**config.mk**
```make
export PLATFORM = sky130hd
export DESIGN_NAME = bounded_stack_with_search_top
export DESIGN_NICKNAME = d
export VERILOG_FILES = /design/src/bsws_pkg.sv /design/src/bounded_stack_with_search_top.sv /design/src/bsws_dp.sv /design/src/bsws_ctrl.sv
export SDC_FILE = /design/constraint.sdc
export NUM_CORES = 1
export LEC_CHECK = 0
export BUFFER_PORTS_ARGS = -buffer_cell sky130_fd_sc_hd__buf_2
export CELL_PAD_IN_SITES_DETAIL_PLACEMENT = 1
export CELL_PAD_IN_SITES_GLOBAL_PLACEMENT = 2
export CORE_MARGIN = 10
export CORE_UTILIZATION = 50
export CTS_CLUSTER_DIAMETER = 30
export DETAILED_ROUTE_END_ITERATION = 10
export GPL_TIMING_DRIVEN = 0
export PLACE_DENSITY = 0.81
export SYNTH_ARGS = -nofsm -noshare
export SYNTH_HDL_FRONTEND = slang
export SYNTH_HIERARCHICAL = 1
export SYNTH_SLANG_ARGS = --single-unit
```
**constraint.sdc**
```tcl
create_clock -name i_clk -period 12.57 [get_ports i_clk]
set_input_delay 0 -clock i_clk [delete_from_list [all_inputs] [get_ports i_clk]]
set_output_delay 0 -clock i_clk [all_outputs]
set_load 0.01 [all_outputs]
```
**src/bsws_pkg.sv**
```systemverilog
// Shared types, codes and defaults for the bounded stack with search.
package bsws_pkg;

    // Default number of words the stack holds
    localparam int BSWS_DEPTH = 16;

    // Command codes
    localparam logic [2:0] OP_PUSH   = 3'd0;
    localparam logic [2:0] OP_POP    = 3'd1;
    localparam logic [2:0] OP_PEEK   = 3'd2;
    localparam logic [2:0] OP_LIST   = 3'd3;
    localparam logic [2:0] OP_SEARCH = 3'd4;

    // Result status codes
    localparam logic [1:0] STS_OK       = 2'd0;
    localparam logic [1:0] STS_EMPTY    = 2'd1;
    localparam logic [1:0] STS_FULL     = 2'd2;
    localparam logic [1:0] STS_NOTFOUND = 2'd3;

    // Input item
    typedef struct packed {
        logic [2:0]         opcode;
        logic signed [31:0] operand_value;
    } t_in_item;

    // Result item
    typedef struct packed {
        logic [1:0]         status;
        logic signed [31:0] data_value;
        logic [4:0]         position;
        logic               is_empty;
        logic               last_result;
    } t_out_item;

    // Controller states
    typedef enum logic [2:0] {
        S_IDLE,
        S_DECODE,
        S_READ_OUT,
        S_LIST,
        S_FIND,
        S_NOT_FOUND,
        S_SCAN
    } t_state;

    // Commands from controller to datapath
    typedef struct packed {
        logic       cap_in;
        logic       push_wr;
        logic       pop_dec;
        logic       rd_en;
        logic       idx_clr;
        logic       idx_inc;
        logic       hit_clr;
        logic       hit_upd;
        logic       emit;
        logic [1:0] status;
        logic       use_data;
        logic       use_pos;
        logic       last;
    } t_dp_cmd;

    // Status from datapath to controller
    typedef struct packed {
        logic [2:0] op;
        logic       is_empty;
        logic       is_full;
        logic       match;
        logic       idx_last;
        logic       idx_last_hit;
        logic       any_hit;
        logic       out_free;
    } t_dp_stat;

endpackage

```
**src/bounded_stack_with_search_top.sv**
```systemverilog
// Push, or any command on an empty stack, gives its result from the decode state; pop and
// peek read the top word, then give it; an unused code returns nothing and frees the input.
// List gives one result per word from the top down; search makes a match pass over every
// word, then gives each match down to the deepest, or one not-found result if none matches.
// Throughput: one item at a time; one word read per cycle while the output does not stall.
// Reset (synchronous, active low) empties the stack; stored words are not cleared.
module bounded_stack_with_search_top import bsws_pkg::*; #(
    parameter int STACK_DEPTH = BSWS_DEPTH
) (
    input  logic      i_clk,
    input  logic      i_rst_n,
    input  logic      i_in_valid,
    output logic      o_in_stall,
    input  t_in_item  i_in_item,
    output logic      o_out_valid,
    input  logic      i_out_stall,
    output t_out_item o_out_item
);

    t_dp_cmd  cmd;
    t_dp_stat stat;

    // Sequencer
    bsws_ctrl u_ctrl (
        .i_clk      (i_clk),
        .i_rst_n    (i_rst_n),
        .i_in_valid (i_in_valid),
        .o_in_stall (o_in_stall),
        .i_stat     (stat),
        .o_cmd      (cmd)
    );

    // Storage and result path
    bsws_dp #(
        .STACK_DEPTH (STACK_DEPTH)
    ) u_dp (
        .i_clk       (i_clk),
        .i_rst_n     (i_rst_n),
        .i_in_item   (i_in_item),
        .i_cmd       (cmd),
        .o_stat      (stat),
        .o_out_valid (o_out_valid),
        .i_out_stall (i_out_stall),
        .o_out_item  (o_out_item)
    );

    // Only one item in work at a time
    a_one_item: assert property (@(posedge i_clk) disable iff (!i_rst_n)
        i_in_valid && !o_in_stall |=> o_in_stall)
        else $error("item accepted while another is in work");

    // Never overwrite a result that is still held
    a_emit_free: assert property (@(posedge i_clk) disable iff (!i_rst_n)
        cmd.emit |-> stat.out_free)
        else $error("result loaded over a stalled result");

    // Full result comes from a non-empty stack and ends the command
    a_full_res: assert property (@(posedge i_clk) disable iff (!i_rst_n)
        o_out_valid && (o_out_item.status == STS_FULL)
        |-> !o_out_item.is_empty && o_out_item.last_result)
        else $error("malformed full result");

    // Empty result reports an empty stack
    a_empty_res: assert property (@(posedge i_clk) disable iff (!i_rst_n)
        o_out_valid && (o_out_item.status == STS_EMPTY)
        |-> o_out_item.is_empty && o_out_item.last_result)
        else $error("malformed empty result");

endmodule

```
**src/bsws_dp.sv**
```systemverilog
// Datapath: word memory, count, walk index, hit tracking and result register.
module bsws_dp import bsws_pkg::*; #(
    parameter int STACK_DEPTH = BSWS_DEPTH
) (
    input  logic      i_clk,
    input  logic      i_rst_n,
    input  t_in_item  i_in_item,
    input  t_dp_cmd   i_cmd,
    output t_dp_stat  o_stat,
    output logic      o_out_valid,
    input  logic      i_out_stall,
    output t_out_item o_out_item
);

    localparam int CW = $clog2(STACK_DEPTH + 1);
    localparam int AW = $clog2(STACK_DEPTH);

    logic signed [31:0] r_mem [STACK_DEPTH];
    logic signed [31:0] r_rd_data;
    logic [2:0]         r_op;
    logic signed [31:0] r_val;
    logic [CW-1:0]      r_count, n_count;
    logic [CW-1:0]      r_idx, n_idx;
    logic [CW-1:0]      r_last_hit;
    logic [CW-1:0]      idx_plus;
    logic [CW-1:0]      rd_pos;
    logic [AW-1:0]      rd_addr;
    logic [AW-1:0]      wr_addr;
    logic               r_out_valid;
    t_out_item          r_out;

    // Walk index and addresses; the walk goes from the top down
    assign idx_plus = r_idx + CW'(1);
    always_comb begin
        if (i_cmd.idx_clr) begin
            n_idx = '0;
        end else if (i_cmd.idx_inc) begin
            n_idx = idx_plus;
        end else begin
            n_idx = r_idx;
        end
    end
    assign rd_pos  = r_count - CW'(1) - n_idx;
    assign rd_addr = rd_pos[AW-1:0];
    assign wr_addr = r_count[AW-1:0];

    // Next word count
    always_comb begin
        n_count = r_count;
        if (i_cmd.push_wr) begin
            n_count = r_count + CW'(1);
        end else if (i_cmd.pop_dec) begin
            n_count = r_count - CW'(1);
        end
    end

    // Memory: one write port, one registered read port
    always_ff @(posedge i_clk) begin
        if (i_cmd.push_wr) begin
            r_mem[wr_addr] <= r_val;
        end
        if (i_cmd.rd_en) begin
            r_rd_data <= r_mem[rd_addr];
        end
    end

    // Capture the command item
    always_ff @(posedge i_clk) begin
        if (i_cmd.cap_in) begin
            r_op  <= i_in_item.opcode;
            r_val <= i_in_item.operand_value;
        end
    end

    // Count, walk index and last hit position
    always_ff @(posedge i_clk) begin
        if (!i_rst_n) begin
            r_count    <= '0;
            r_idx      <= '0;
            r_last_hit <= '0;
        end else begin
            r_count <= n_count;
            r_idx   <= n_idx;
            if (i_cmd.hit_clr) begin
                r_last_hit <= '0;
            end else if (i_cmd.hit_upd && o_stat.match) begin
                r_last_hit <= idx_plus;
            end
        end
    end

    // Result register: load on emit, drop when taken
    always_ff @(posedge i_clk) begin
        if (!i_rst_n) begin
            r_out_valid <= 1'b0;
        end else if (i_cmd.emit) begin
            r_out_valid <= 1'b1;
        end else if (!i_out_stall) begin
            r_out_valid <= 1'b0;
        end
    end

    always_ff @(posedge i_clk) begin
        if (i_cmd.emit) begin
            r_out.status      <= i_cmd.status;
            r_out.data_value  <= i_cmd.use_data ? r_rd_data : 32'sd0;
            r_out.position    <= i_cmd.use_pos ? 5'(idx_plus) : 5'd0;
            r_out.is_empty    <= (n_count == '0);
            r_out.last_result <= i_cmd.last;
        end
    end

    // Status toward the controller
    always_comb begin
        o_stat.op           = r_op;
        o_stat.is_empty     = (r_count == '0);
        o_stat.is_full      = (r_count == CW'(STACK_DEPTH));
        o_stat.match        = (r_rd_data == r_val);
        o_stat.idx_last     = (idx_plus == r_count);
        o_stat.idx_last_hit = (idx_plus == r_last_hit);
        o_stat.any_hit      = o_stat.match || (r_last_hit != '0);
        o_stat.out_free     = !r_out_valid || !i_out_stall;
    end

    assign o_out_valid = r_out_valid;
    assign o_out_item  = r_out;

endmodule

```
**src/bsws_ctrl.sv**
```systemverilog
// Controller: sequences each command through the datapath.
module bsws_ctrl import bsws_pkg::*; (
    input  logic     i_clk,
    input  logic     i_rst_n,
    input  logic     i_in_valid,
    output logic     o_in_stall,
    input  t_dp_stat i_stat,
    output t_dp_cmd  o_cmd
);

    t_state r_state, n_state;

    // State register
    always_ff @(posedge i_clk) begin
        if (!i_rst_n) begin
            r_state <= S_IDLE;
        end else begin
            r_state <= n_state;
        end
    end

    // Next state and datapath commands
    always_comb begin
        n_state    = r_state;
        o_cmd      = '0;
        o_in_stall = 1'b1;
        unique case (r_state)
            S_IDLE: begin
                o_in_stall   = 1'b0;
                o_cmd.cap_in = i_in_valid;
                if (i_in_valid) begin
                    n_state = S_DECODE;
                end
            end
            S_DECODE: begin
                unique case (i_stat.op) inside
                    OP_PUSH: begin
                        if (i_stat.out_free) begin
                            o_cmd.emit = 1'b1;
                            o_cmd.last = 1'b1;
                            if (i_stat.is_full) begin
                                o_cmd.status = STS_FULL;
                            end else begin
                                o_cmd.status  = STS_OK;
                                o_cmd.push_wr = 1'b1;
                            end
                            n_state = S_IDLE;
                        end
                    end
                    OP_POP, OP_PEEK, OP_LIST, OP_SEARCH: begin
                        if (i_stat.is_empty) begin
                            if (i_stat.out_free) begin
                                o_cmd.emit   = 1'b1;
                                o_cmd.status = STS_EMPTY;
                                o_cmd.last   = 1'b1;
                                n_state      = S_IDLE;
                            end
                        end else begin
                            // Start a read of the top word
                            o_cmd.rd_en   = 1'b1;
                            o_cmd.idx_clr = 1'b1;
                            if (i_stat.op == OP_POP) begin
                                o_cmd.pop_dec = 1'b1;
                                n_state       = S_READ_OUT;
                            end else if (i_stat.op == OP_PEEK) begin
                                n_state = S_READ_OUT;
                            end else if (i_stat.op == OP_LIST) begin
                                n_state = S_LIST;
                            end else begin
                                o_cmd.hit_clr = 1'b1;
                                n_state       = S_FIND;
                            end
                        end
                    end
                    default: begin
                        // Unused code: drop the item
                        n_state = S_IDLE;
                    end
                endcase
            end
            S_READ_OUT: begin
                if (i_stat.out_free) begin
                    o_cmd.emit     = 1'b1;
                    o_cmd.status   = STS_OK;
                    o_cmd.use_data = 1'b1;
                    o_cmd.last     = 1'b1;
                    n_state        = S_IDLE;
                end
            end
            S_LIST: begin
                if (i_stat.out_free) begin
                    o_cmd.emit     = 1'b1;
                    o_cmd.status   = STS_OK;
                    o_cmd.use_data = 1'b1;
                    o_cmd.use_pos  = 1'b1;
                    o_cmd.last     = i_stat.idx_last;
                    if (i_stat.idx_last) begin
                        n_state = S_IDLE;
                    end else begin
                        o_cmd.idx_inc = 1'b1;
                        o_cmd.rd_en   = 1'b1;
                    end
                end
            end
            S_FIND: begin
                // First pass: locate the deepest match
                o_cmd.hit_upd = 1'b1;
                o_cmd.rd_en   = 1'b1;
                if (i_stat.idx_last) begin
                    if (i_stat.any_hit) begin
                        o_cmd.idx_clr = 1'b1;
                        n_state       = S_SCAN;
                    end else begin
                        o_cmd.rd_en = 1'b0;
                        n_state     = S_NOT_FOUND;
                    end
                end else begin
                    o_cmd.idx_inc = 1'b1;
                end
            end
            S_NOT_FOUND: begin
                if (i_stat.out_free) begin
                    o_cmd.emit   = 1'b1;
                    o_cmd.status = STS_NOTFOUND;
                    o_cmd.last   = 1'b1;
                    n_state      = S_IDLE;
                end
            end
            S_SCAN: begin
                // Second pass: emit every match, mark the deepest as last
                if (i_stat.match) begin
                    if (i_stat.out_free) begin
                        o_cmd.emit     = 1'b1;
                        o_cmd.status   = STS_OK;
                        o_cmd.use_data = 1'b1;
                        o_cmd.use_pos  = 1'b1;
                        o_cmd.last     = i_stat.idx_last_hit;
                        if (i_stat.idx_last_hit) begin
                            n_state = S_IDLE;
                        end else begin
                            o_cmd.idx_inc = 1'b1;
                            o_cmd.rd_en   = 1'b1;
                        end
                    end
                end else begin
                    o_cmd.idx_inc = 1'b1;
                    o_cmd.rd_en   = 1'b1;
                end
            end
            default: begin
                n_state = S_IDLE;
            end
        endcase
    end

endmodule
```
# Word level (Yosys, flattened, before mapping)
# Memories as Yosys holds them, arrays and structs flattened. A register that Yosys moved wholly into a read port is not among the register bits.
# Index checks and enable logic that the tools add are counted.
# totals
ff_bits	95
ram_bits	512
input_bits	39
out_inout_bits	43
wordCells	120
n_memories	1
# mem_list
memory	depth	width	read_ports	rd_clocked_by_memory_dff	write_ports	line	source
u_dp.r_mem	16	32	1	1	1	bsws_dp.sv:18	logic signed [31:0] r_mem [STACK_DEPTH];
# op_classes
n_addsub	4
eq_ne	22
n_mux	66
bitwise_logic	1
reduce_logical	14
# op_table
operator	n
3-bit two-way mux	18
32-bit equality test	1
1-bit two-way mux	25
5-bit two-way mux	4
6-bit two-way mux	3
3-bit case mux with 6 select lines	1
3-bit case mux with 5 select lines	1
3-bit by 2-bit equality test with 1-bit output (second input constant)	4
3-bit equality test (second input constant)	4
3-bit case mux with 2 select lines	2
5-bit by 1-bit adder with 5-bit output (second input constant)	2
5-bit equality test	2
5-bit zero test	2
2-bit by 1-bit inequality test with 1-bit output (second input constant)	5
2-bit two-way mux	4
1-bit case mux with 4 select lines	2
7-bit AND reduction	1
3-bit by 1-bit equality test with 1-bit output (second input constant)	2
3-bit zero test	2
2-bit inequality test (second input constant)	3
1-bit case mux with 2 select lines	3
1-bit case mux with 3 select lines	2
5-bit equality test (second input constant)	1
5-bit nonzero test	1
other kinds (9)	12

# Longest topological paths before layout
# Gate-level depths: netlist of run 1.
# logic_depth
word_depth	9
depth_mapped	18
ltp_nobuf	17

# Modules after synthesis
# The synthesis of run 1 kept the hierarchy.
# by_module_without_submodules
module	n_inst	cells_each	area_per_inst_um2	seq_area_each_um2
bsws_dp	1	1052	24217.0	18938.2
bsws_ctrl	1	92	635.6	60.1

# Worst setup path after synthesis of run 1
# OpenSTA, ideal clock, no wires.
# synth_path
path_type	register to register
from	reg u_dp.r_idx[1]
to	reg u_dp.r_rd_data[11], read port of u_dp.r_mem, data pin
setup_time_ns	0.272
arrival_time_ns	4.422
t_required_ns	12.298
path_slack_ns	7.876
path_stages_with_launch	18
path_buffers	2
period_less_slack_ns	4.694
path_cell_list	dfxtp_1 ha_1 xnor2_1 xor2_1 nand3_1 nor3_1 inv_1 and3_1 o21ai_1 a21oi_1 xnor2_1 nor2_1 ha_1 fa_1 clkbuf_1 clkbuf_1 mux4_2 mux4_2
# synth_rtl
element	line	source
start, declared	bsws_dp.sv:23	logic [CW-1:0] r_idx, n_idx;
start signal, assigned	bsws_dp.sv:83	r_idx <= n_idx;
end, declared	bsws_dp.sv:19	logic signed [31:0] r_rd_data;

==> results of run 1 <==
-- registers in the layout (all words and copies together), names as in the netlist --
| name | flops |
|---|---|
| u_dp/r_idx | 5 |
| u_dp/r_mem | 512 |
| u_dp/o_out_valid | 1 |
| u_dp/r_rd_data | 32 |
| u_dp/r_val | 32 |
| u_ctrl/r_state | 3 |
| u_dp/o_out_item | 41 |
| u_dp/r_count | 5 |
| u_dp/r_op | 3 |
| u_dp/r_last_hit | 5 |
-- cell usage after synthesis (all sizes together) (13+ instances only) --
cell type	count
xnor2	47
edfxtp	620
clkbuf	36
nand2	23
buf	13
and2	44
a21oi	15
nor2	26
inv	14
mux4	160
dfxtp	19
-- layer usage --
metal / GRT usage (%) / wire length [um]
met2: 37.9 / 33900
met4: 8.25 / 1750
met5: 0 / 13
met3: 5.88 / 5400
met1: 28.5 / 25600
-- through the flow --
step / setup slack (ps) / hold WS [ps] / instances / power (W)
after global placement: 3880 / 177 / 1889 / 0.00289
final: 5000 / 57.0 / 2183 / 0.00622
after detailed placement: 5140 / 179 / 1917 / 0.00291
after CTS: 5050 / 23.9 / 2183 / 0.00626
after floorplan: 7880 / 98.9 / 1144 / 0.00275
after global routing: 4620 / 37.5 / 2183 / 0.00640
-- area by class of cell --
class                      count  area, um2  area share, %
multi-input combinational    441       5620           18.0
buffer                        49        238          0.761
clock buffer                 135       3120           9.99
sequential                   639      19000           60.8
timing repair buffer         149       1270           4.06
clock inverter                91       1110           3.56
inverter                      15       56.3          0.180
tap                          664        831           2.66
-- where the power goes --
group / switching, W / internal [W]
clock network: 0.00110 / 0.00223
registers: 0.0000726 / 0.00245
logic: 0.000205 / 0.000158
-- worst reg2reg max path, stage by stage (launching register included) --
cell and delay (ps):
sky130_fd_sc_hd__edfxtp_1 620, sky130_fd_sc_hd__xnor2_1 520, sky130_fd_sc_hd__nand4_1 400, sky130_fd_sc_hd__nor4_1 1130
sky130_fd_sc_hd__and2_1 400, sky130_fd_sc_hd__a21oi_1 110, sky130_fd_sc_hd__o21ai_1 280, sky130_fd_sc_hd__a21oi_1 260
sky130_fd_sc_hd__xnor2_1 260, sky130_fd_sc_hd__nor2_1 100, sky130_fd_sc_hd__ha_1 230, sky130_fd_sc_hd__fa_1 570
sky130_fd_sc_hd__clkbuf_1 690, sky130_fd_sc_hd__clkbuf_1 790, sky130_fd_sc_hd__mux4_2 450, sky130_fd_sc_hd__mux4_2 490
-- cell families (layout without fill, tap and decap cells) --
family,Yosys count,in the layout
AOI/OAI and AO/OA,40,40
adders and majority gates,14,14
buffers and inverters,64,439
muxes,167,167
DFF,639,639
and+or+nand+nor,162,162
xor gates and xnor gates,58,58
-- what timing repair did --
action	4_1_cts	5_1_grt
hold buffers	40	0
setup endpoints to repair	0	0
hold endpoints to repair	50	0
-- placed cells by master, fill, tap and decap left out, types with 6 or more instances in the layout --
master                          instances
sky130_fd_sc_hd__a21oi_1               15
sky130_fd_sc_hd__and2_1                37
sky130_fd_sc_hd__and2_2                 7
sky130_fd_sc_hd__buf_12                15
sky130_fd_sc_hd__buf_2                 84
sky130_fd_sc_hd__buf_6                 17
sky130_fd_sc_hd__bufinv_16             22
sky130_fd_sc_hd__clkbuf_1              47
sky130_fd_sc_hd__clkbuf_16            123
sky130_fd_sc_hd__clkinv_1              21
sky130_fd_sc_hd__clkinv_2              13
sky130_fd_sc_hd__clkinv_4              15
sky130_fd_sc_hd__clkinvlp_4            13
sky130_fd_sc_hd__dfxtp_1               19
sky130_fd_sc_hd__dlygate4sd3_1         40
sky130_fd_sc_hd__edfxtp_1             620
sky130_fd_sc_hd__ha_1                  11
sky130_fd_sc_hd__inv_1                 13
sky130_fd_sc_hd__inv_6                  7
sky130_fd_sc_hd__mux2i_1                7
sky130_fd_sc_hd__mux4_2               158
sky130_fd_sc_hd__nand2_1               22
sky130_fd_sc_hd__nand2b_1               9
sky130_fd_sc_hd__nand3_1                7
sky130_fd_sc_hd__nand4_1               11
sky130_fd_sc_hd__nor2_1                23
sky130_fd_sc_hd__nor3_1                10
sky130_fd_sc_hd__o21ai_0                6
sky130_fd_sc_hd__xnor2_1               47
sky130_fd_sc_hd__xor2_1                10
-- worst paths after layout --
check                        to                from  depth (start not counted)
max          u_dp/r_rd_data[25]      u_dp/r_val[30]                         15
min               u_dp/r_val[2]        i_in_item[2]                          2
max reg2reg  u_dp/r_rd_data[25]      u_dp/r_val[30]                         15
min reg2reg  u_dp/r_last_hit[3]  u_dp/r_last_hit[3]                          2
==> impl_results.html, run 1 <==
<table>
<tr><th>Metric</th><th>Value</th></tr>
<tr><th colspan="2">Run status</th></tr>
<tr><td>Run status</td><td>finished clean</td></tr>
<tr><th colspan="2">Critical path</th></tr>
<tr><td>Number of buffer and inverter instances along the worst setup path</td><td>2</td></tr>
<tr><td>Critical setup path kind</td><td>flop to flop</td></tr>
<tr><td>Signal arrival time at the worst endpoint</td><td>a little under 8000 ps</td></tr>
<tr><td>CP Cell Sequence</td><td>xnor2_1 -&gt; nand4_1 -&gt; nor4_1 -&gt; and2_1 -&gt; a21oi_1 -&gt; o21ai_1 -&gt; a21oi_1 -&gt; xnor2_1 -&gt; nor2_1 -&gt; ha_1 -&gt; fa_1 -&gt; clkbuf_1 -&gt; clkbuf_1 -&gt; mux4_2 -&gt; mux4_2</td></tr>
<tr><td>Critical path data required time</td><td>roughly 13000 ps</td></tr>
<tr><td>Endpoint type of the worst setup path</td><td>flop</td></tr>
<tr><td>Max stage delay cell, worst path</td><td>sky130_fd_sc_hd__nor4_1</td></tr>
<tr><td>Top cell family by delay on the critical path</td><td>simple AND/OR/NAND/NOR gates</td></tr>
<tr><td>Largest stage delay on the critical path</td><td>around 1100 ps</td></tr>
<tr><td>Critical path peak fanout</td><td>17</td></tr>
<tr><td>R2r setup slk</td><td>5000 ps</td></tr>
<tr><td>Startpoint types</td><td>flop</td></tr>
<tr><th colspan="2">Clock tree</th></tr>
<tr><td>Total number of H-tree levels</td><td>3</td></tr>
<tr><td>CTS Sinks</td><td>about 640</td></tr>
<tr><td>Number of gates given a new drive strength after cts</td><td>0</td></tr>
<tr><td>Post-CTS setup-driven buffer insertion count</td><td>0</td></tr>
<tr><td>Clock transition at the register clock pins on the worst setup and hold paths after CTS</td><td>around 50 ps</td></tr>
<tr><td>Latest clock arrival within the worst-skew pair</td><td>between 600 and 700 ps</td></tr>
<tr><td>Clock tree from TritonCTS</td><td>built</td></tr>
<tr><td>Buffer cell driving the clock tree root</td><td>sky130_fd_sc_hd__clkbuf_16</td></tr>
<tr><td>Buffer levels on the longest clock path</td><td>3</td></tr>
<tr><td>Number of buffers added by the clock tree synthesis step</td><td>between 100 and 150</td></tr>
<tr><th colspan="2">Pwr</th></tr>
<tr><td>Power density normalized to cell area</td><td>between 150 and 200 mW/mm2</td></tr>
<tr><td>Worst vdd ir</td><td>0.142 mV</td></tr>
<tr><td>Leak pwr</td><td>10.3 nW</td></tr>
<tr><th colspan="2">Logic synthesis</th></tr>
<tr><td>Syn Nets</td><td>roughly 1200</td></tr>
<tr><td>Post-synthesis sequential element count</td><td>639</td></tr>
<tr><td>Number of flops mapped to enable cells by yosys</td><td>between 600 and 700</td></tr>
<tr><td>Most area-consuming cells after synthesis</td><td>sky130_fd_sc_hd__edfxtp_1 (75%), sky130_fd_sc_hd__mux4_2 (14%), sky130_fd_sc_hd__xnor2_1 (1.7%)</td></tr>
<tr><td>Distinct cell type count of the synthesized netlist</td><td>around 60</td></tr>
<tr><td>Commonest register cell after synthesis</td><td>sky130_fd_sc_hd__edfxtp_1</td></tr>
<tr><td>Fraction of post-synthesis cell area in the top cell type by area</td><td>approximately 75%</td></tr>
<tr><td>Xor/xnor cell area share of the yosys netlist</td><td>under 10%</td></tr>
<tr><td>Proportion of synthesized chip area in sequential cells</td><td>between 70% and 80%</td></tr>
<tr><td>Synth async-reset ratio</td><td>0%</td></tr>
<tr><td>Simple-Gate Fraction of Synth Area</td><td>under 10%</td></tr>
<tr><td>Multiplexer area fraction after synthesis</td><td>14.8%</td></tr>
<tr><td>Post-synthesis cell type with the largest combined area</td><td>sky130_fd_sc_hd__edfxtp_1</td></tr>
<tr><td>Syn Area/Cell</td><td>about 22 um2</td></tr>
<tr><td>Area of the mapped netlist</td><td>about 0.025 mm2</td></tr>
<tr><td>Area fraction in compound gates after synthesis</td><td>about 1.0%</td></tr>
<tr><td>Warnings from Yosys</td><td>6</td></tr>
<tr><td>Adder and majority cell fraction of the synthesized area</td><td>less than 1%</td></tr>
<tr><td>Main combinational cell family by area after synthesis</td><td>multiplexers</td></tr>
<tr><td>Number of standard cells after synthesis</td><td>~1100</td></tr>
<tr><th colspan="2">Routing</th></tr>
<tr><td>DRT iter0 DRCs</td><td>around 1300</td></tr>
<tr><td>Post-Route WL</td><td>66600 um</td></tr>
<tr><td>Number of remaining DRC errors</td><td>0</td></tr>
<tr><td>Iteration count of the initial detailed-routing pass</td><td>5</td></tr>
<tr><td>Number of nets with antenna violations after detailed routing</td><td>0</td></tr>
<tr><td>Average detailed-routed wire length per instance</td><td>approximately 31 um</td></tr>
<tr><td>Total number of vias</td><td>12900</td></tr>
<tr><td>Post-detailed-route via-to-cell ratio</td><td>between 5 and 6</td></tr>
<tr><th colspan="2">Layout</th></tr>
<tr><td>Ratio of cells with drive above 1 in the final layout</td><td>about a third</td></tr>
<tr><td>Utilization of the core after routing</td><td>about 64%</td></tr>
<tr><td>Number of antenna diodes</td><td>0</td></tr>
<tr><td>Net count, final</td><td>roughly 1500</td></tr>
<tr><td>Cell area after layout</td><td>between 0.03 and 0.04 mm2</td></tr>
<tr><td>Filler instances</td><td>4048</td></tr>
<tr><td>Relative area change from synthesis to final layout</td><td>25.7%</td></tr>
<tr><th colspan="2">Timing</th></tr>
<tr><td>F_max</td><td>about 130 MHz</td></tr>
<tr><td>Number of endpoints with negative hold slack in the final report</td><td>0</td></tr>
<tr><td>Slew at the pin closest to its max-slew limit</td><td>between 1000 and 1500 ps</td></tr>
<tr><td>Fin Clk Skew</td><td>around 24 ps</td></tr>
<tr><td>Final Setup Violations</td><td>0</td></tr>
<tr><td>Fin. max-slew vios</td><td>0</td></tr>
<tr><td>Time the worst path needs with I/O delays and setup</td><td>between 7000 and 8000 ps</td></tr>
<tr><td>Headroom to the max-slew limit</td><td>approximately 17%</td></tr>
<tr><td>Total negative slack for setup checks</td><td>0 ps</td></tr>
<tr><td>RSZ-0062 raised after global routing</td><td>false</td></tr>
<tr><td>Crit share post-route</td><td>between 60% and 70%</td></tr>
<tr><th colspan="2">Floorplanning</th></tr>
<tr><td>Starting utilization of the core area</td><td>approximately half</td></tr>
<tr><td>Overall die area</td><td>~0.059 mm2</td></tr>
<tr><td>Die extent in y</td><td>~240 um</td></tr>
<tr><td>Floorplan Core Area</td><td>about 0.05 mm2</td></tr>
<tr><td>IO Pins</td><td>82</td></tr>
<tr><td>Die Width</td><td>approximately 240 um</td></tr>
<tr><td>Placement row count</td><td>between 80 and 90</td></tr>
<tr><th colspan="2">Placement</th></tr>
<tr><td>Number of buffers inserted by port buffering</td><td>just over 80</td></tr>
<tr><td>Gpl congestion</td><td>between 0.7 and 0.8</td></tr>
<tr><td>Area of placed instances</td><td>about 0.027 mm2</td></tr>
<tr><td>Detailed-placement wirelength estimate</td><td>roughly 39000 um</td></tr>
<tr><th colspan="2">Global routing</th></tr>
<tr><td>First-pass GRT wire length</td><td>around 97000 um</td></tr>
<tr><td>Remaining global-route overflow</td><td>0</td></tr>
<tr><td>Antenna violations before repair</td><td>1</td></tr>
<tr><td>Maximum number of pins on one net before global-route repair</td><td>28</td></tr>
<tr><td>Via count of the first global-routing pass</td><td>~14000</td></tr>
<tr><td>Global Route Usage Sum</td><td>22.8%</td></tr>
<tr><th colspan="2">Flow run</th></tr>
<tr><td>Max-capacitance violation count</td><td>0</td></tr>
<tr><th colspan="2">Min path</th></tr>
<tr><td>Hold crit path type</td><td>input port to flop</td></tr>
</table>
No activity file was read; power rests on OpenSTA's default activity.
==> run 2, diff against run 1 <==
CORE_UTILIZATION = 44   (was 50)
PLACE_DENSITY = 0.76   (was 0.81)
clock period = 6.24 ns   (was 12.57 ns; I/O delays follow)
==> impl_results.html, run 2 (synthesized netlist as in run 1, its figures left out) <==
<table>
<tr><th>Metric</th><th>Value</th></tr>
<tr><th colspan="2">Run status</th></tr>
<tr><td>Run status</td><td>finished clean (unchanged)</td></tr>
<tr><th colspan="2">Timing</th></tr>
<tr><td>Slew at the pin closest to its max-slew limit</td><td>1010 ps (was 1240 ps)</td></tr>
<tr><td>Crit share post-route</td><td>95.5% (was 60.3%)</td></tr>
<tr><td>Fin. max-slew vios</td><td>0 (unchanged)</td></tr>
<tr><td>Number of endpoints with negative hold slack in the final report</td><td>0 (unchanged)</td></tr>
<tr><td>Headroom to the max-slew limit</td><td>32.3% (was 16.9%)</td></tr>
<tr><td>Final hold slack</td><td>33.1 ps (was 57.0 ps)</td></tr>
<tr><td>RSZ-0062 raised after global routing</td><td>false (unchanged)</td></tr>
<tr><td>Fin Clk Skew</td><td>62.8 ps (was 24.2 ps)</td></tr>
<tr><td>Final Setup Violations</td><td>0 (unchanged)</td></tr>
<tr><td>Time the worst path needs with I/O delays and setup</td><td>5960 ps (was 7570 ps)</td></tr>
<tr><td>F_max</td><td>168 MHz (was 132 MHz)</td></tr>
<tr><th colspan="2">Routing</th></tr>
<tr><td>Total number of vias</td><td>12800 (was 12900)</td></tr>
<tr><td>Iteration count of the initial detailed-routing pass</td><td>6 (was 5)</td></tr>
<tr><td>Post-detailed-route via-to-cell ratio</td><td>5.62 (was 5.90)</td></tr>
<tr><td>Number of remaining DRC errors</td><td>0 (unchanged)</td></tr>
<tr><td>Average detailed-routed wire length per instance</td><td>28.5 um (was 30.5 um)</td></tr>
<tr><td>DRT iter0 DRCs</td><td>1342 (was 1330)</td></tr>
<tr><td>Number of nets with antenna violations after detailed routing</td><td>0 (unchanged)</td></tr>
<tr><td>Post-Route WL</td><td>64900 um (was 66600 um)</td></tr>
<tr><th colspan="2">Placement</th></tr>
<tr><td>Gpl congestion</td><td>0.753 (was 0.774)</td></tr>
<tr><td>Area of placed instances</td><td>0.0268 mm2 (was 0.0266 mm2)</td></tr>
<tr><td>Detailed-placement wirelength estimate</td><td>38900 um (was 38600 um)</td></tr>
<tr><td>Number of buffers inserted by port buffering</td><td>81 (unchanged)</td></tr>
<tr><th colspan="2">Pwr</th></tr>
<tr><td>Worst vdd ir</td><td>0.341 mV (was 0.142 mV)</td></tr>
<tr><td>Leak pwr</td><td>10.5 nW (was 10.3 nW)</td></tr>
<tr><td>Power density normalized to cell area</td><td>398 mW/mm2 (was 199 mW/mm2)</td></tr>
<tr><th colspan="2">Critical path</th></tr>
<tr><td>Endpoint type of the worst setup path</td><td>flop (unchanged)</td></tr>
<tr><td>Critical setup path kind</td><td>flop to flop (unchanged)</td></tr>
<tr><td>R2r setup slk</td><td>280 ps (was 5000 ps)</td></tr>
<tr><td>Signal arrival time at the worst endpoint</td><td>6360 ps (was 7950 ps)</td></tr>
<tr><td>Critical path peak fanout</td><td>17 (unchanged)</td></tr>
<tr><td>Startpoint types</td><td>flop (unchanged)</td></tr>
<tr><td>Source of the worst register-to-register timing path</td><td>u_dp/r_val[16] (was u_dp/r_val[30])</td></tr>
<tr><td>R2R Path End</td><td>u_dp/r_rd_data[19] (was u_dp/r_rd_data[25])</td></tr>
<tr><td>Critical path data required time</td><td>6640 ps (was 12950 ps)</td></tr>
<tr><td>Length in cells of the worst reg-to-reg path</td><td>15 (unchanged)</td></tr>
<tr><th colspan="2">Clock tree</th></tr>
<tr><td>CTS Sinks</td><td>639 (unchanged)</td></tr>
<tr><td>Clock transition at the register clock pins on the worst setup and hold paths after CTS</td><td>50 ps (about the same)</td></tr>
<tr><td>Total number of H-tree levels</td><td>3 (unchanged)</td></tr>
<tr><td>Clock tree from TritonCTS</td><td>built (unchanged)</td></tr>
<tr><td>Number of buffers added by the clock tree synthesis step</td><td>119 (unchanged)</td></tr>
<tr><td>Buffer levels on the longest clock path</td><td>3 (unchanged)</td></tr>
<tr><td>Post-CTS setup-driven buffer insertion count</td><td>0 (unchanged)</td></tr>
<tr><td>Latest clock arrival within the worst-skew pair</td><td>680 ps (was 660 ps)</td></tr>
<tr><td>Buffer cell driving the clock tree root</td><td>sky130_fd_sc_hd__clkbuf_16 (unchanged)</td></tr>
<tr><th colspan="2">Floorplanning</th></tr>
<tr><td>Starting utilization of the core area</td><td>44.2% (was 50.7%)</td></tr>
<tr><td>Die extent in y</td><td>258 um (was 243 um)</td></tr>
<tr><td>Floorplan Core Area</td><td>0.0562 mm2 (was 0.0491 mm2)</td></tr>
<tr><td>Overall die area</td><td>0.0664 mm2 (was 0.0590 mm2)</td></tr>
<tr><td>IO Pins</td><td>82 (unchanged)</td></tr>
<tr><td>Placement row count</td><td>87 (was 81)</td></tr>
<tr><td>Die Width</td><td>258 um (was 243 um)</td></tr>
<tr><th colspan="2">Global routing</th></tr>
<tr><td>Antenna violations before repair</td><td>0 (was 1)</td></tr>
<tr><td>Global Route Usage Sum</td><td>19.7% (was 22.8%)</td></tr>
<tr><td>Maximum number of pins on one net before global-route repair</td><td>25 (was 28)</td></tr>
<tr><td>Remaining global-route overflow</td><td>0 (unchanged)</td></tr>
<tr><td>Via count of the first global-routing pass</td><td>13600 (was 14100)</td></tr>
<tr><td>Most utilized layer in the global route result</td><td>met2 (unchanged)</td></tr>
<tr><td>GR Util met3</td><td>4.26% (was 5.88%)</td></tr>
<tr><td>First-pass GRT wire length</td><td>95000 um (was 97400 um)</td></tr>
<tr><td>Met1 capacity usage during global routing</td><td>26.0% (was 28.5%)</td></tr>
<tr><td>Global-route met2 utilization</td><td>32.7% (was 37.9%)</td></tr>
<tr><th colspan="2">Layout</th></tr>
<tr><td>Most common cell after layout, fill and taps aside</td><td>sky130_fd_sc_hd__edfxtp_1 (unchanged)</td></tr>
<tr><td>Filler instances</td><td>4923 (was 4048)</td></tr>
<tr><td>Relative area change from synthesis to final layout</td><td>26.9% (was 25.7%)</td></tr>
<tr><td>Number of antenna diodes</td><td>0 (unchanged)</td></tr>
<tr><td>Ratio of cells with drive above 1 in the final layout</td><td>36.1% (was 33.0%)</td></tr>
<tr><td>Cell area after layout</td><td>0.0315 mm2 (was 0.0312 mm2)</td></tr>
<tr><td>Reg with most FFs</td><td>u_dp/r_mem (unchanged)</td></tr>
<tr><td>Net count, final</td><td>1466 (was 1465)</td></tr>
<tr><td>Flip-flop count of the largest register after layout</td><td>512 (unchanged)</td></tr>
<tr><td>Most frequent cells in the layout</td><td>sky130_fd_sc_hd__edfxtp_1 (620), sky130_fd_sc_hd__mux4_2 (158), sky130_fd_sc_hd__clkbuf_16 (120), sky130_fd_sc_hd__buf_2 (86), sky130_fd_sc_hd__xnor2_1 (44) (was sky130_fd_sc_hd__edfxtp_1 (620), sky130_fd_sc_hd__mux4_2 (158), sky130_fd_sc_hd__clkbuf_16 (123), sky130_fd_sc_hd__buf_2 (84))</td></tr>
<tr><td>Multi-input gate area in the final layout</td><td>0.00567 mm2 (was 0.00562 mm2)</td></tr>
<tr><td>Footprint of the flip-flops and latches</td><td>0.0190 mm2 (unchanged)</td></tr>
<tr><th colspan="2">Min path</th></tr>
<tr><td>Hold-critical path depth</td><td>2 (unchanged)</td></tr>
<tr><td>Capture endpoint of the worst hold path</td><td>u_dp/r_val[25] (was u_dp/r_val[2])</td></tr>
<tr><td>Hold path start</td><td>i_in_item[25] (was i_in_item[2])</td></tr>
<tr><td>Hold crit path type</td><td>input port to flop (unchanged)</td></tr>
<tr><th colspan="2">Flow run</th></tr>
<tr><td>Max-capacitance violation count</td><td>0 (unchanged)</td></tr>
</table>
==> run 2: through the flow <==
stage / power [W] / cells / setup slack (ps) / setup TNS (ps) / utilization, %
after global placement: 0.00583 / 1981 / -2730 / -324140 / 46.7
after floorplan: 0.00553 / 1144 / 1550 / 0 / -
final: 0.0126 / 2275 / 282 / 0 / 56.2
after detailed placement: 0.00586 / 2010 / -881 / -24200 / 47.7
after CTS: 0.0127 / 2275 / 7.90 / 0 / 56.1
after global routing: 0.0129 / 2275 / 56.7 / 0 / 56.2
==> run 2: report_power, final <==
group	switching, W	internal (W)
Combinational	0.000411	0.000321
Sequential	0.000144	0.00493
Clock	0.00225	0.00450
Total	0.00281	0.00974
==> run 2: final cells by class <==
| class | instances | area share [%] |
|---|---|---|
| buffer | 49 | 0.908 |
| clock buffer | 127 | 9.63 |
| clock inverter | 98 | 3.95 |
| inverter | 15 | 0.178 |
| multi-input combinational | 441 | 18.0 |
| sequential | 639 | 60.2 |
| tap | 756 | 3.00 |
| timing repair buffer | 150 | 4.14 |
==> run 2: how the worst max path moves through the flow <==
stage,from,to,slack [ps]
floorplan,u_dp/r_idx[1],u_dp/r_rd_data[11],1550
global placement,u_dp/r_count[0],u_dp/r_mem[6][11],-2730
detailed placement,u_dp/r_val[30],u_dp/r_rd_data[28],-880
CTS,u_dp/r_val[30],u_dp/r_rd_data[14],8
global route,u_dp/r_val[3],u_dp/r_rd_data[12],60
finish,u_dp/r_val[16],u_dp/r_rd_data[19],280
==> run 2: repair_timing <==
item,4_1_cts,5_1_grt
hold buffers,40,0
setup endpoints to repair,32,32
hold endpoints to repair,50,0
gates resized for setup,28,19
==> run 2: per-layer routing <==
metal | wire (um) | share of wire, % | vias to the layer above
met2 | 32600 | 50 | 574
met1 | 26100 | 40 | 6811
met4 | 1160 | 1.8 | 0
met3 | 5030 | 7.7 | 86
met5 | 0 | 0 | -
li1 | - | - | 5313
==> run 2: critical path, stage by stage (launching register included) <==
cell and delay [ps]:
sky130_fd_sc_hd__edfxtp_1 640, sky130_fd_sc_hd__xnor2_1 490, sky130_fd_sc_hd__nand4_1 190, sky130_fd_sc_hd__nor4_2 530
sky130_fd_sc_hd__and2_1 340, sky130_fd_sc_hd__a21oi_1 100, sky130_fd_sc_hd__o21ai_1 280, sky130_fd_sc_hd__a21oi_1 250
sky130_fd_sc_hd__xnor2_1 260, sky130_fd_sc_hd__nor2_1 90, sky130_fd_sc_hd__ha_1 210, sky130_fd_sc_hd__fa_1 550
sky130_fd_sc_hd__clkbuf_2 400, sky130_fd_sc_hd__clkbuf_2 470, sky130_fd_sc_hd__mux4_2 390, sky130_fd_sc_hd__mux4_2 490
==> run 3, diff against run 2 <==
CORE_UTILIZATION = 45   (was 44)
PLACE_DENSITY = 0.77   (was 0.76)
SYNTH_HIERARCHICAL = default   (was 1)
==> impl_results.html, run 3 <==
<table>
<tr><th>Metric</th><th>Value</th></tr>
<tr><th colspan="2">Run status</th></tr>
<tr><td>Run status</td><td>finished clean (unchanged)</td></tr>
<tr><th colspan="2">Critical path</th></tr>
<tr><td>R2r setup slk</td><td>340 ps (was 280 ps)</td></tr>
<tr><td>Cell type with the highest occurrence count on the critical path</td><td>sky130_fd_sc_hd__clkbuf_2</td></tr>
<tr><td>CP Cell Sequence</td><td>xor2_1 -&gt; nor4_2 -&gt; nand4_1 -&gt; o21a_1 -&gt; or3_1 -&gt; clkbuf_1 -&gt; xnor2_1 -&gt; nor2_1 -&gt; ha_1 -&gt; fa_1 -&gt; clkbuf_2 -&gt; clkbuf_2 -&gt; mux4_2 -&gt; mux4_1 (was xnor2_1 -&gt; nand4_1 -&gt; nor4_2 -&gt; and2_1 -&gt; a21oi_1 -&gt; o21ai_1 -&gt; a21oi_1 -&gt; xnor2_1 -&gt; nor2_1 -&gt; ha_1 -&gt; fa_1 -&gt; clkbuf_2 -&gt; clkbuf_2 -&gt; mux4_2 -&gt; mux4_2)</td></tr>
<tr><td>Critical setup path kind</td><td>flop to flop (unchanged)</td></tr>
<tr><td>Startpoint types</td><td>flop (unchanged)</td></tr>
<tr><td>Critical path data required time</td><td>6630 ps (was 6640 ps)</td></tr>
<tr><td>Length in cells of the worst reg-to-reg path</td><td>14 (was 15)</td></tr>
<tr><td>Critical path peak fanout</td><td>17 (unchanged)</td></tr>
<tr><td>Signal arrival time at the worst endpoint</td><td>6290 ps (was 6360 ps)</td></tr>
<tr><td>Largest stage delay on the critical path</td><td>700 ps (was 640 ps)</td></tr>
<tr><td>R2R Path End</td><td>u_dp.r_rd_data[5] (was u_dp/r_rd_data[19])</td></tr>
<tr><td>Max stage delay cell, worst path</td><td>sky130_fd_sc_hd__edfxtp_1 (unchanged)</td></tr>
<tr><td>Endpoint type of the worst setup path</td><td>flop (unchanged)</td></tr>
<tr><td>Source of the worst register-to-register timing path</td><td>u_dp.r_val[21] (was u_dp/r_val[16])</td></tr>
<tr><th colspan="2">Flow run</th></tr>
<tr><td>Max-capacitance violation count</td><td>0 (unchanged)</td></tr>
<tr><th colspan="2">Layout</th></tr>
<tr><td>Relative area change from synthesis to final layout</td><td>26.9% (about the same)</td></tr>
<tr><td>Post-route insts no fill</td><td>2200 (was 2275)</td></tr>
<tr><td>Most common cell after layout, fill and taps aside</td><td>sky130_fd_sc_hd__edfxtp_1 (unchanged)</td></tr>
<tr><td>Number of antenna diodes</td><td>0 (unchanged)</td></tr>
<tr><td>Ratio of cells with drive above 1 in the final layout</td><td>34.5% (was 36.1%)</td></tr>
<tr><td>Reg with most FFs</td><td>u_dp.r_mem (was u_dp/r_mem)</td></tr>
<tr><td>Filler instances</td><td>4640 (was 4923)</td></tr>
<tr><td>Most frequent cells in the layout</td><td>sky130_fd_sc_hd__edfxtp_1 (620), sky130_fd_sc_hd__mux4_2 (130), sky130_fd_sc_hd__clkbuf_16 (123), sky130_fd_sc_hd__buf_2 (85), sky130_fd_sc_hd__and2_1 (40) (was sky130_fd_sc_hd__edfxtp_1 (620), sky130_fd_sc_hd__mux4_2 (158), sky130_fd_sc_hd__clkbuf_16 (120), sky130_fd_sc_hd__buf_2 (86), sky130_fd_sc_hd__xnor2_1 (44))</td></tr>
<tr><td>Flip-flop count of the largest register after layout</td><td>512 (unchanged)</td></tr>
<tr><td>Net count, final</td><td>1438 (was 1466)</td></tr>
<tr><th colspan="2">Clock tree</th></tr>
<tr><td>CTS Sinks</td><td>639 (unchanged)</td></tr>
<tr><td>Buffer cell driving the clock tree root</td><td>sky130_fd_sc_hd__clkbuf_16 (unchanged)</td></tr>
<tr><td>Latest clock arrival within the worst-skew pair</td><td>680 ps (about the same)</td></tr>
<tr><td>Number of buffers added by the clock tree synthesis step</td><td>121 (was 119)</td></tr>
<tr><td>Clock tree from TritonCTS</td><td>built (unchanged)</td></tr>
<tr><td>Clock transition at the register clock pins on the worst setup and hold paths after CTS</td><td>50 ps (about the same)</td></tr>
<tr><td>Buffer levels on the longest clock path</td><td>3 (unchanged)</td></tr>
<tr><td>Total number of H-tree levels</td><td>3 (unchanged)</td></tr>
<tr><th colspan="2">Placement</th></tr>
<tr><td>Detailed-placement wirelength estimate</td><td>38200 um (was 38900 um)</td></tr>
<tr><td>Setup WS pre-CTS</td><td>-578 ps (was -881 ps)</td></tr>
<tr><td>Count of placed standard cells including taps</td><td>1931 (was 2010)</td></tr>
<tr><td>Number of buffers inserted by port buffering</td><td>81 (unchanged)</td></tr>
<tr><td>Gpl congestion</td><td>0.764 (was 0.753)</td></tr>
<tr><th colspan="2">Logic synthesis</th></tr>
<tr><td>Synth async-reset ratio</td><td>0% (unchanged)</td></tr>
<tr><td>Warnings from Yosys</td><td>0 (was 6)</td></tr>
<tr><td>Post-synthesis cell type with the largest combined area</td><td>sky130_fd_sc_hd__edfxtp_1 (unchanged)</td></tr>
<tr><td>Area fraction in compound gates after synthesis</td><td>1.12% (was 1.02%)</td></tr>
<tr><td>Syn Nets</td><td>1176 (was 1195)</td></tr>
<tr><td>Xor/xnor cell area share of the yosys netlist</td><td>2.28% (was 2.10%)</td></tr>
<tr><td>Most area-consuming cells after synthesis</td><td>sky130_fd_sc_hd__edfxtp_1 (75%), sky130_fd_sc_hd__mux4_2 (12%), sky130_fd_sc_hd__mux4_1 (3.2%) (was sky130_fd_sc_hd__edfxtp_1 (75%), sky130_fd_sc_hd__mux4_2 (14%), sky130_fd_sc_hd__xnor2_1 (1.7%))</td></tr>
<tr><td>Cell with the most instances after synthesis</td><td>sky130_fd_sc_hd__edfxtp_1 (unchanged)</td></tr>
<tr><td>Multiplexer area fraction after synthesis</td><td>15.1% (was 14.8%)</td></tr>
<tr><td>Proportion of synthesized chip area in sequential cells</td><td>76.5% (was 76.4%)</td></tr>
<tr><td>Syn Area/Cell</td><td>22.0 um2 (was 21.7 um2)</td></tr>
<tr><td>Commonest register cell after synthesis</td><td>sky130_fd_sc_hd__edfxtp_1 (unchanged)</td></tr>
<tr><td>Post-synthesis sequential element count</td><td>639 (unchanged)</td></tr>
<tr><td>Simple-Gate Fraction of Synth Area</td><td>3.48% (was 3.72%)</td></tr>
<tr><td>Main combinational cell family by area after synthesis</td><td>multiplexers (unchanged)</td></tr>
<tr><td>Most frequent cells after synthesis</td><td>sky130_fd_sc_hd__edfxtp_1 (620), sky130_fd_sc_hd__mux4_2 (130), sky130_fd_sc_hd__and2_1 (52) (was sky130_fd_sc_hd__edfxtp_1 (620), sky130_fd_sc_hd__mux4_2 (158), sky130_fd_sc_hd__xnor2_1 (47))</td></tr>
<tr><td>Fraction of post-synthesis cell area in the top cell type by area</td><td>74.9% (about the same)</td></tr>
<tr><td>Number of flops mapped to enable cells by yosys</td><td>620 (unchanged)</td></tr>
<tr><td>Distinct cell type count of the synthesized netlist</td><td>55 (was 59)</td></tr>
<tr><td>Adder and majority cell fraction of the synthesized area</td><td>0.534% (was 0.715%)</td></tr>
<tr><td>Number of standard cells after synthesis</td><td>1127 (was 1144)</td></tr>
<tr><td>Area of the mapped netlist</td><td>0.0248 mm2 (was 0.0249 mm2)</td></tr>
<tr><th colspan="2">Pwr</th></tr>
<tr><td>Leak pwr</td><td>10.6 nW (was 10.5 nW)</td></tr>
<tr><td>Power density normalized to cell area</td><td>414 mW/mm2 (was 398 mW/mm2)</td></tr>
<tr><td>Internal power summed over all cells</td><td>0.0102 W (was 0.00974 W)</td></tr>
<tr><td>NetSw</td><td>0.00289 W (was 0.00281 W)</td></tr>
<tr><td>Worst vdd ir</td><td>0.241 mV (was 0.341 mV)</td></tr>
<tr><td>Sequential Power Share</td><td>38.5% (was 40.4%)</td></tr>
<tr><td>Clk pwr share</td><td>54.8% (was 53.8%)</td></tr>
<tr><td>Combinational power share</td><td>6.7% (was 5.8%)</td></tr>
<tr><td>Switching power as a share of total power</td><td>22.1% (was 22.4%)</td></tr>
<tr><th colspan="2">Timing</th></tr>
<tr><td>Slew at the pin closest to its max-slew limit</td><td>952 ps (was 1010 ps)</td></tr>
<tr><td>Fin Clk Skew</td><td>44.3 ps (was 62.8 ps)</td></tr>
<tr><td>Time the worst path needs with I/O delays and setup</td><td>5900 ps (was 5960 ps)</td></tr>
<tr><td>Headroom to the max-slew limit</td><td>36.5% (was 32.3%)</td></tr>
<tr><td>Crit share post-route</td><td>94.6% (was 95.5%)</td></tr>
<tr><td>Number of endpoints with negative hold slack in the final report</td><td>0 (unchanged)</td></tr>
<tr><td>F_max</td><td>169 MHz (was 168 MHz)</td></tr>
<tr><td>Fin. max-slew vios</td><td>0 (unchanged)</td></tr>
<tr><td>RSZ-0062 raised after global routing</td><td>false (unchanged)</td></tr>
<tr><td>Final hold slack</td><td>25.5 ps (was 33.1 ps)</td></tr>
<tr><td>Post-route worst setup slack</td><td>337 ps (was 282 ps)</td></tr>
<tr><td>Final Setup Violations</td><td>0 (unchanged)</td></tr>
<tr><th colspan="2">Routing</th></tr>
<tr><td>Number of nets with antenna violations after detailed routing</td><td>0 (unchanged)</td></tr>
<tr><td>Number of remaining DRC errors</td><td>0 (unchanged)</td></tr>
<tr><td>DRT iter0 DRCs</td><td>1089 (was 1342)</td></tr>
<tr><td>Average detailed-routed wire length per instance</td><td>29.0 um (was 28.5 um)</td></tr>
<tr><td>Post-Route WL</td><td>63700 um (was 64900 um)</td></tr>
<tr><td>Iteration count of the initial detailed-routing pass</td><td>5 (was 6)</td></tr>
<tr><td>Post-detailed-route via-to-cell ratio</td><td>5.71 (was 5.62)</td></tr>
<tr><td>Total number of vias</td><td>12600 (was 12800)</td></tr>
<tr><th colspan="2">Floorplanning</th></tr>
<tr><td>Starting utilization of the core area</td><td>45.3% (was 44.2%)</td></tr>
<tr><td>Die extent in y</td><td>255 um (was 258 um)</td></tr>
<tr><td>Die Width</td><td>255 um (was 258 um)</td></tr>
<tr><td>IO Pins</td><td>82 (unchanged)</td></tr>
<tr><td>Floorplan Core Area</td><td>0.0549 mm2 (was 0.0562 mm2)</td></tr>
<tr><td>Placement row count</td><td>86 (was 87)</td></tr>
<tr><td>Overall die area</td><td>0.0650 mm2 (was 0.0664 mm2)</td></tr>
<tr><th colspan="2">Min path</th></tr>
<tr><td>Capture endpoint of the worst hold path</td><td>u_ctrl.r_state[2] (was u_dp/r_val[25])</td></tr>
<tr><td>Hold-critical path depth</td><td>5 (was 2)</td></tr>
<tr><td>Hold crit path type</td><td>input port to flop (unchanged)</td></tr>
<tr><td>Hold path start</td><td>i_out_stall (was i_in_item[25])</td></tr>
<tr><th colspan="2">Global routing</th></tr>
<tr><td>First-pass GRT wire length</td><td>93200 um (was 95000 um)</td></tr>
<tr><td>Via count of the first global-routing pass</td><td>13600 (about the same)</td></tr>
<tr><td>Global Route Usage Sum</td><td>20.0% (was 19.7%)</td></tr>
<tr><td>Remaining global-route overflow</td><td>0 (unchanged)</td></tr>
<tr><td>Antenna violations before repair</td><td>0 (unchanged)</td></tr>
<tr><td>Maximum number of pins on one net before global-route repair</td><td>26 (was 25)</td></tr>
</table>
run 3: cell types whose count changed in the layout (fill, tap and decap cells not counted), moves of 6 or more:
cell / delta
sky130_fd_sc_hd__xor2_1: +28
sky130_fd_sc_hd__nor2_1: +7
sky130_fd_sc_hd__nand2_1: -6
sky130_fd_sc_hd__nand2b_1: -7
sky130_fd_sc_hd__mux4_2: -28
sky130_fd_sc_hd__clkinv_4: -6
sky130_fd_sc_hd__inv_6: +7
sky130_fd_sc_hd__buf_6: -13
sky130_fd_sc_hd__mux4_1: +28
sky130_fd_sc_hd__bufinv_16: +7
sky130_fd_sc_hd__xnor2_1: -30
sky130_fd_sc_hd__nand4_1: -8
run 3: cells by family (layout without fill, tap and decap cells):
family / after synthesis / after routing
xor+xnor: 58 / 58
buf+inv: 59 / 428
simple gates: 155 / 155
flops: 639 / 639
fa+ha+maj: 10 / 10
mux: 164 / 164
compound gates: 42 / 42
run 3: through the flow:
step	power, W	TNS [ps]	utilization [%]	area (um2)
after detailed placement	0.00595	-15210	48.4	26500
after floorplan	0.00559	0	-	24800
after global placement	0.00591	-12100	47.6	26100
final	0.0131	0	57.4	31500
after CTS	0.0131	0	57.3	31500
after global routing	0.0134	0	57.4	31500
run 3: repair_timing:
item                                   CTS  global route
hold buffers                            36             0
buffers inserted                         0             3
setup endpoints to repair               32            32
cloned                                   0             0
resized for setup                       31             8
endpoints found under the hold margin   54             0
run 3: layout make-up:
| class | count | area (um2) | share of cell area [%] |
|---|---|---|---|
| plain buffers | 49 | 251 | 0.798 |
| flip-flops and latches | 639 | 19000 | 60.3 |
| repair buffers | 139 | 1180 | 3.73 |
| multi-input cells | 429 | 5660 | 17.9 |
| clock buffers | 130 | 3120 | 9.91 |
| clock inverters | 100 | 1400 | 4.43 |
| inverters | 10 | 37.5 | 0.119 |
| well taps | 704 | 881 | 2.79 |
run 3: worst max-delay path by stage:
stage | start | end | depth (start not counted)
finish | u_dp.r_val[21] | u_dp.r_rd_data[5] | 14
floorplan | u_dp.r_idx[0] | u_dp.r_rd_data[11] | 14
CTS | u_dp.r_val[14] | u_dp.r_rd_data[5] | 13
detailed placement | u_dp.r_val[21] | u_dp.r_rd_data[26] | 13
global route | u_dp.r_val[14] | u_dp.r_rd_data[5] | 14
global placement | u_dp.r_val[14] | u_dp.r_rd_data[21] | 13
run 3: power by group through the flow:
stage,clock [W],combinational (W),sequential (W)
floorplan,0,0.000513,0.00508
global placement,0,0.000814,0.00510
detailed placement,0,0.000854,0.00510
CTS,0.00723,0.000886,0.00502
global route,0.00747,0.000941,0.00504
finish,0.00715,0.000877,0.00502
run 3: critical path: cells and delay by family, from the launching register on:
kind                     cells  cell delay (ps)
AO/OA/AOI/OAI                1              320
XOR/XNOR                     2              580
adder cells (fa/ha/maj)      2              790
buffers and inverters        3              990
flip-flops                   1              700
multiplexers                 2              930
AND/OR/NAND/NOR              4             1300
run 3: metal layers:
layer / up-vias / share of wire, % / track usage [%] / routed length, um
met5: - / 0 / 0 / 0
met4: 0 / 1.9 / 5.36 / 1190
met3: 95 / 6.8 / 4.91 / 4350
met2: 482 / 50 / 33.3 / 31700
met1: 6701 / 42 / 26.0 / 26500
li1: 5280 / - / - / -
